File: src/sv/dlrq_pkg.sv
// Package of shared types, constants and ring-pointer helpers for the delay/loss release queue.
package dlrq_pkg;

  localparam int QUEUE_DEPTH = 32;
  localparam int MAX_RESULTS = 32;
  localparam int PTR_W       = (QUEUE_DEPTH > 1) ? $clog2(QUEUE_DEPTH) : 1;
  localparam int CNT_W       = $clog2(QUEUE_DEPTH + 1);
  localparam int SUM_W       = CNT_W + 1;
  localparam int K_W         = $clog2(MAX_RESULTS + 1);
  localparam int REM_W       = 25;
  localparam int FLOW_W      = 16;
  localparam int TIME_W      = 24;
  localparam int TICK_W      = 20;
  localparam int CNT32_W     = 32;
  localparam int RAND_W      = 16;

  typedef logic [PTR_W-1:0] ptr_t;
  typedef logic [CNT_W-1:0] cnt_t;

  typedef enum logic [1:0] {
    KIND_ACCEPT  = 2'd0,
    KIND_FULL    = 2'd1,
    KIND_RELEASE = 2'd2,
    KIND_NONE    = 2'd3
  } kind_t;

  typedef enum logic {
    CMD_ENQUEUE = 1'b0,
    CMD_TICK    = 1'b1
  } cmd_t;

  typedef struct packed {
    cmd_t               cmd;
    logic [FLOW_W-1:0]  flow_id;
    logic               flow_known;
    logic [TIME_W-1:0]  mean_delay_us;
    logic [TIME_W-1:0]  jitter_us;
    logic [CNT32_W-1:0] loss_count;
    logic [CNT32_W-1:0] tx_count;
    logic [RAND_W-1:0]  rand_delay;
    logic [RAND_W-1:0]  rand_loss;
    logic [TICK_W-1:0]  tick_us;
  } req_t;

  typedef struct packed {
    kind_t             kind;
    logic [FLOW_W-1:0] released_flow_id;
    logic              last;
  } rsp_t;

  typedef struct packed {
    logic [FLOW_W-1:0] flow;
    logic [REM_W-1:0]  remain;
    logic              lost;
  } entry_t;

  typedef struct packed {
    logic [REM_W-1:0] delay;
    logic             lost;
  } enq_res_t;

  // ring position base + cnt, cnt below the depth
  function automatic ptr_t ptr_add(input ptr_t base, input cnt_t cnt);
    logic [SUM_W-1:0] sum;
    sum = SUM_W'(base) + SUM_W'(cnt);
    if (sum >= SUM_W'(QUEUE_DEPTH)) begin
      sum = sum - SUM_W'(QUEUE_DEPTH);
    end
    return sum[PTR_W-1:0];
  endfunction

  function automatic ptr_t ptr_inc(input ptr_t p);
    return (p == PTR_W'(QUEUE_DEPTH - 1)) ? '0 : p + PTR_W'(1);
  endfunction

  function automatic ptr_t ptr_dec(input ptr_t p);
    return (p == '0) ? PTR_W'(QUEUE_DEPTH - 1) : p - PTR_W'(1);
  endfunction

endpackage

File: src/sv/dlrq_enq_calc.sv
// Delay and loss-mark arithmetic for an enqueued command, products registered.
module dlrq_enq_calc import dlrq_pkg::*; (
  input  logic     clk,
  input  req_t     item,
  output enq_res_t res
);

  localparam int SPAN_P_W = RAND_W + TIME_W + 1;
  localparam int LOSS_P_W = RAND_W + CNT32_W;
  localparam int ADD_W    = REM_W + 1;

  logic [SPAN_P_W-1:0] span_prod;
  logic [LOSS_P_W-1:0] loss_prod;
  logic [CNT32_W-1:0]  tx_eff;
  logic [REM_W-1:0]    span;
  logic [ADD_W-1:0]    mean_span;
  logic [ADD_W-1:0]    diff;
  logic [LOSS_P_W-1:0] loss_rhs;

  // transmit count treated as at least one
  assign tx_eff = (item.tx_count == '0) ? CNT32_W'(1) : item.tx_count;

  always_ff @(posedge clk) begin
    span_prod <= SPAN_P_W'(item.rand_delay) * SPAN_P_W'({item.jitter_us, 1'b0});
    loss_prod <= LOSS_P_W'(item.rand_loss) * LOSS_P_W'(tx_eff);
  end

  assign span      = span_prod[SPAN_P_W-1:RAND_W];
  assign mean_span = ADD_W'(item.mean_delay_us) + ADD_W'(span);
  assign diff      = mean_span - ADD_W'(item.jitter_us);
  assign loss_rhs  = {item.loss_count, {RAND_W{1'b0}}};

  always_comb begin
    res = '0;
    if (item.flow_known) begin
      // clamp at zero
      res.delay = (mean_span < ADD_W'(item.jitter_us)) ? '0 : diff[REM_W-1:0];
      res.lost  = (loss_prod < loss_rhs);
    end
  end

endmodule

File: src/sv/delay_loss_release_queue.sv
// Top level of the delay/loss release queue: command sequencer around the entry memory.
//
// Usage. A word is offered on req and taken at the rising edge where start is
// high and busy is low. Every result word appears on rsp for exactly one cycle
// with strobe high; the receiver cannot stall, so no result is ever held back.
// The final result of an item carries last.
//
// Enqueue: the flow's delay and loss mark are worked out and the command is
// stored at the newest end of a ring in one memory. An accepted command passes
// ENQ_MUL and ENQ_WR before its strobe (kind 0); on a full queue the strobe
// comes in the cycle after acceptance (kind 1). An accepted command is written before a new word is taken.
//
// Tick: the ring is walked from newest to oldest, one memory read per cycle,
// with the read data used in the following cycle. Survivors are written back
// packed against the newest end, so order is kept and the ring base moves up.
// Each release is held in a pending register until the next one is found, so
// that the last one can carry last; a tick with no release answers kind 3.
// Busy holds until the ring is read through the single read port of the
// entry memory and the final word given, at once for an empty ring.
//
// Reset clears the count, ring base and control state, not the memory; its
// contents are never read before being written, so no clearing pass is run.
module delay_loss_release_queue import dlrq_pkg::*; (
  input  logic clk,
  input  logic rst,
  input  logic start,
  output logic busy,
  input  req_t req,
  output logic strobe,
  output rsp_t rsp
);

  typedef enum logic [4:0] {
    ST_IDLE    = 5'b00001,
    ST_ENQ_MUL = 5'b00010,
    ST_ENQ_WR  = 5'b00100,
    ST_WALK    = 5'b01000,
    ST_FINISH  = 5'b10000
  } state_t;

  state_t state, state_next;
  req_t   item, item_next;
  ptr_t   base, base_next;
  cnt_t   count, count_next;
  cnt_t   rd_left, rd_left_next;
  ptr_t   rp, rp_next;
  ptr_t   wp, wp_next;
  logic   pv, pv_next;
  cnt_t   sv, sv_next;
  logic [K_W-1:0] k, k_next;
  logic   pend_valid, pend_valid_next;
  logic [FLOW_W-1:0] pend_flow, pend_flow_next;
  logic   strobe_next;
  rsp_t   rsp_next;

  // entry memory
  entry_t mem [QUEUE_DEPTH];
  entry_t rdata;
  logic   ren, we;
  ptr_t   raddr, waddr;
  entry_t wdata;

  enq_res_t enq_res;
  ptr_t     newest;

  dlrq_enq_calc u_calc (
    .clk  (clk),
    .item (item),
    .res  (enq_res)
  );

  assign busy   = (state != ST_IDLE);
  assign newest = ptr_add(base, count - CNT_W'(1));

  always_ff @(posedge clk) begin
    if (ren) begin
      rdata <= mem[raddr];
    end
  end

  always_ff @(posedge clk) begin
    if (we) begin
      mem[waddr] <= wdata;
    end
  end

  always_comb begin
    state_next      = state;
    item_next       = item;
    base_next       = base;
    count_next      = count;
    rd_left_next    = rd_left;
    rp_next         = rp;
    wp_next         = wp;
    pv_next         = 1'b0;
    sv_next         = sv;
    k_next          = k;
    pend_valid_next = pend_valid;
    pend_flow_next  = pend_flow;
    strobe_next     = 1'b0;
    rsp_next        = rsp;
    ren             = 1'b0;
    raddr           = rp;
    we              = 1'b0;
    waddr           = wp;
    wdata           = rdata;

    case (state)
      ST_IDLE: begin
        if (start) begin
          item_next = req;
          if (req.cmd == CMD_ENQUEUE) begin
            if (count == CNT_W'(QUEUE_DEPTH)) begin
              // full: answer at once, store nothing
              strobe_next = 1'b1;
              rsp_next    = '{kind: KIND_FULL, released_flow_id: '0, last: 1'b1};
            end else begin
              state_next = ST_ENQ_MUL;
            end
          end else begin
            rd_left_next    = count;
            rp_next         = newest;
            wp_next         = newest;
            sv_next         = '0;
            k_next          = '0;
            pend_valid_next = 1'b0;
            // an empty ring still answers with a no-release word
            state_next      = (count == '0) ? ST_FINISH : ST_WALK;
            if (count == '0) begin
              wp_next = ptr_dec(base);
            end
          end
        end
      end

      ST_ENQ_MUL: begin
        state_next = ST_ENQ_WR;
      end

      ST_ENQ_WR: begin
        we          = 1'b1;
        waddr       = ptr_add(base, count);
        wdata       = '{flow: item.flow_id, remain: enq_res.delay, lost: enq_res.lost};
        count_next  = count + CNT_W'(1);
        strobe_next = 1'b1;
        rsp_next    = '{kind: KIND_ACCEPT, released_flow_id: '0, last: 1'b1};
        state_next  = ST_IDLE;
      end

      ST_WALK: begin
        // issue the next read
        if (rd_left != '0) begin
          ren          = 1'b1;
          raddr        = rp;
          rp_next      = ptr_dec(rp);
          rd_left_next = rd_left - CNT_W'(1);
          pv_next      = 1'b1;
        end
        // handle the word read last cycle
        if (pv) begin
          if (rdata.lost) begin
            // drop silently
          end else if (rdata.remain <= REM_W'(item.tick_us)) begin
            if (k < K_W'(MAX_RESULTS)) begin
              k_next = k + K_W'(1);
              if (pend_valid) begin
                strobe_next = 1'b1;
                rsp_next    = '{kind: KIND_RELEASE, released_flow_id: pend_flow, last: 1'b0};
              end
              pend_valid_next = 1'b1;
              pend_flow_next  = rdata.flow;
            end else begin
              // result budget spent: keep it, expired
              we           = 1'b1;
              waddr        = wp;
              wdata.remain = '0;
              wp_next      = ptr_dec(wp);
              sv_next      = sv + CNT_W'(1);
            end
          end else begin
            we           = 1'b1;
            waddr        = wp;
            wdata.remain = rdata.remain - REM_W'(item.tick_us);
            wp_next      = ptr_dec(wp);
            sv_next      = sv + CNT_W'(1);
          end
        end
        // the last word is handled in the cycle its read count reaches zero
        if (rd_left == '0) begin
          state_next = ST_FINISH;
        end
      end

      ST_FINISH: begin
        // survivors sit just above the write pointer
        base_next   = ptr_inc(wp);
        count_next  = sv;
        strobe_next = 1'b1;
        if (pend_valid) begin
          rsp_next = '{kind: KIND_RELEASE, released_flow_id: pend_flow, last: 1'b1};
        end else begin
          rsp_next = '{kind: KIND_NONE, released_flow_id: '0, last: 1'b1};
        end
        pend_valid_next = 1'b0;
        state_next      = ST_IDLE;
      end

      default: begin
        state_next = ST_IDLE;
      end
    endcase
  end

  always_ff @(posedge clk) begin
    if (rst) begin
      state      <= ST_IDLE;
      base       <= '0;
      count      <= '0;
      rd_left    <= '0;
      pv         <= 1'b0;
      k          <= '0;
      pend_valid <= 1'b0;
      strobe     <= 1'b0;
    end else begin
      state      <= state_next;
      base       <= base_next;
      count      <= count_next;
      rd_left    <= rd_left_next;
      pv         <= pv_next;
      k          <= k_next;
      pend_valid <= pend_valid_next;
      strobe     <= strobe_next;
    end
  end

  // payload and walk pointers
  always_ff @(posedge clk) begin
    item      <= item_next;
    rp        <= rp_next;
    wp        <= wp_next;
    sv        <= sv_next;
    pend_flow <= pend_flow_next;
    rsp       <= rsp_next;
  end

endmodule
File: config.mk
export PLATFORM = sky130hd
export DESIGN_NAME = delay_loss_release_queue
export DESIGN_NICKNAME = d
export VERILOG_FILES = /design/src/sv/dlrq_pkg.sv /design/src/sv/dlrq_enq_calc.sv /design/src/sv/delay_loss_release_queue.sv
export SDC_FILE = /design/constraint.sdc
export NUM_CORES = 2
export LEC_CHECK = 0
export BUFFER_PORTS_ARGS = -buffer_cell sky130_fd_sc_hd__buf_4
export CELL_PAD_IN_SITES_DETAIL_PLACEMENT = 1
export CELL_PAD_IN_SITES_GLOBAL_PLACEMENT = 1
export CORE_ASPECT_RATIO = 0.5
export CORE_MARGIN = 5
export CORE_UTILIZATION = 49
export CTS_CLUSTER_SIZE = 14
export DETAILED_ROUTE_END_ITERATION = 10
export PLACE_DENSITY_LB_ADDON = 0.1
export SLEW_MARGIN = 10
export SYNTH_ARGS = -nofsm -noshare
export SYNTH_HDL_FRONTEND = slang
export SYNTH_SLANG_ARGS = --single-unit
File: constraint.sdc
create_clock -name clk -period 6.4 [get_ports clk]
set_input_delay 0.64 -clock clk [delete_from_list [all_inputs] [get_ports clk]]
set_output_delay 0.64 -clock clk [all_outputs]
set_load 0.02 [all_outputs]
==> flow_summary.toml <==
[floorplan]
dieArea_sq_um = 203000
placementRows = 114
fp.dieH_microns = 321
die_x_microns = 631
initial_utilization_pct = 49.1
ioPinCount = 206
placeableCoreArea_sq_um = 193000

[finish]
drive_above_1_share_pct = 21.9
fill_cells = 18200
final_core_util_pct = 57.2
area_growth_pct = 16.3
final_nets = 8396
final_area_sq_um = 110000

[worst_setup_path]
cp.required_ns = 7.07
worst-path-buf-inv = 8
worstSetupEndpointType = "register"
cp-start-kind = "register"
worst_ep_arrival_time_ns = 7.29
critPathMaxStageDelay_ns = 0.54
path_common_cell = "fa_1"
critPathMaxFanout = 3
cp_top_family = "adder cells"
crit_slowest_cell = "fa_2"
criticalPathCategory = "register to register"

[global_routing]
grt_max_degree = 132
grtUsageTotal_pct = 26.4
grt_use_met2_pct = 44.7
antenna_found_initial = 5
overflow = 0
grt_use_met3_pct = 3.62
grt_pass1_vias = 62300
use_met1_pct = 36.6
top_usage_layer = "met2"
grt_pass1_wl_microns = 400000

[drt]
dr.first_iter.drc_count = 4725
avgRoutedWirePerCell_microns = 27.0
drt_wl_total_microns = 264000
viasPerCell = 5.76
vias = 56400
drc = 0
drtAntennaViolNets = 0
drt_pass1_iterations = 5

[yosys]
ys_warn_count = 0
ys_ff_latch = 1706
synth_flop_cell = "edfxtp_1"
seq_area_frac_synth_pct = 53.2
synth_edf_count = 1618
synth_commonest_cells = "edfxtp_1 (1,618), inv_1 (878), fa_1 (727)"
synth_area_leaders = "edfxtp_1 (51%), fa_1 (15%), mux4_2 (10%)"
synthCells = 6461
synth_most_common_cell = "edfxtp_1"
yosysTopAreaCell = "edfxtp_1"
yosys.cell_types.count = 71
synth_top_area_share_pct = 51.4
syn_area_sq_um = 94600
synthArstFlopShare_pct = 0
syn-num-nets = 7717
synth.avg_cell_area_sq_um = 14.6

[clocking]
htree_levels = 4
cts.path.max_buffers = 4
cts_sinks = 1706
cts_tree = "done"
cts.clk_slew.worst_paths_ns = 0.06
cts_root_buf = "clkbuf_16"
numCtsBuffers = 164
clock_latency_ns = 0.83

[placement]
routabilityCongestion = 0.861
placed_area_sq_um = 103000
numPortBuffers = 205
place_hpwl_microns = 174000

[timing]
finalCritPeriodShare_pct = 104
finalClockSkew_ns = 0.0806
hold_viol_final = 0
timing.final.ws_setup_ns = -0.225
tightest_slew_ns = 1.14
slew_headroom_pct = 23.7
rsz0062_at_grt = "true"
fin_crit_ns = 6.62
fin_tns_setup_ns = -2.27
setup_viol = 18
slew_viol_final = 0
fmax_mhz = 151

[run_status]
violations = "setup timing"
status = "finished, violations left"

[worst_hold_path]
hold_class = "input pin to register"

[flow_run]
drv_cap = 0
-- placed cells by master, fill, tap and decap left out, types with 14 or more instances in the layout --
cell	instances
edfxtp_1	1618
inv_1	846
fa_1	713
nand2_1	685
buf_4	564
mux4_2	420
and2_1	357
ha_1	318
clkbuf_16	167
nor2_1	137
a21oi_1	134
dlygate4sd3_1	96
dfxtp_1	88
buf_12	74
a21o_1	73
xnor2_1	73
o21ai_0	64
xor2_1	53
buf_6	48
mux2_2	42
clkbuf_1	42
nor3_1	36
nand3_1	36
nor2_4	34
inv_2	31
nand4_1	26
ha_4	23
clkinv_1	20
o21a_1	19
a21oi_2	18
a22oi_1	16
and3_1	15
a211oi_1	15
nor2b_1	14
o21ai_1	14
o21bai_1	14
fa_2	14
-- state kept, by name, summed over array words and instances (netlist names) --
signal,cells
base,5
count,6
item,181
k,6
mem,1344
pend_flow,16
pend_valid,1
pv,1
rd_left,6
rdata,42
rp,5
rsp,19
state,5
strobe,1
sv,6
u_calc.loss_prod,32
u_calc.span_prod,25
wp,5
-- routing by layer --
layer | vias to the layer above | share of wire, %
li1 | 24000 | -
met1 | 30400 | 42
met2 | 1688 | 50
met3 | 330 | 5.8
met4 | 4 | 2.4
met5 | - | 0.0079
-- path summary, 6_finish.rpt --
| path | from | to | slack (ns) | cells after the start |
|---|---|---|---|---|
| worst max-delay path | item[76] | u_calc.loss_prod[43] | -0.22 | 28 |
| worst min-delay path | req[16] | item[16] | 0.04 | 1 |
| worst max register to register | item[76] | u_calc.loss_prod[43] | -0.22 | 28 |
| worst min register to register | rdata[40] | pend_flow[14] | 0.44 | 0 |
-- kinds of logic after synthesis --
family | synth area share [%]
compound gates | 3.38
simple gates | 7.16
mux | 10.5
xor+xnor | 1.23
flops | 53.2
buf+inv | 4.58
fa+ha+maj | 19.9
-- final cells by class --
cell class	count	area (sq um)	share of cell area [%]
flip-flops and latches	1706	50300	45.8
multi-input cells	3602	41300	37.5
repair buffers	787	7290	6.63
clock buffers	209	4340	3.94
inverters	879	3300	3.00
well taps	2552	3190	2.90
clock inverters	47	319	0.290
diodes	2	5.00	0.00455
-- per-stage QoR --
step                setup slack, ns  instances  hold WS, ns
detailed placement           -0.696       9366        0.436
CTS                          -0.239       9766     0.000125
global placement             -0.525       9366        0.435
floorplan                 -0.000995       6461        0.426
finish                       -0.225       9784       0.0427
global route                 -0.488       9782     0.000135
-- repair_timing --
action                                  4_1_cts  5_1_grt
setup buffers                                48       18
endpoints found under the setup margin       35      213
resized for setup                           144      120
cloned                                        1        0
hold buffers                                 96        0
endpoints found under the hold margin        96        0
pin swaps                                    76       73
Power is not shown: default switching activity piles up to over one toggle a cycle in this logic, so the estimate is an artifact.
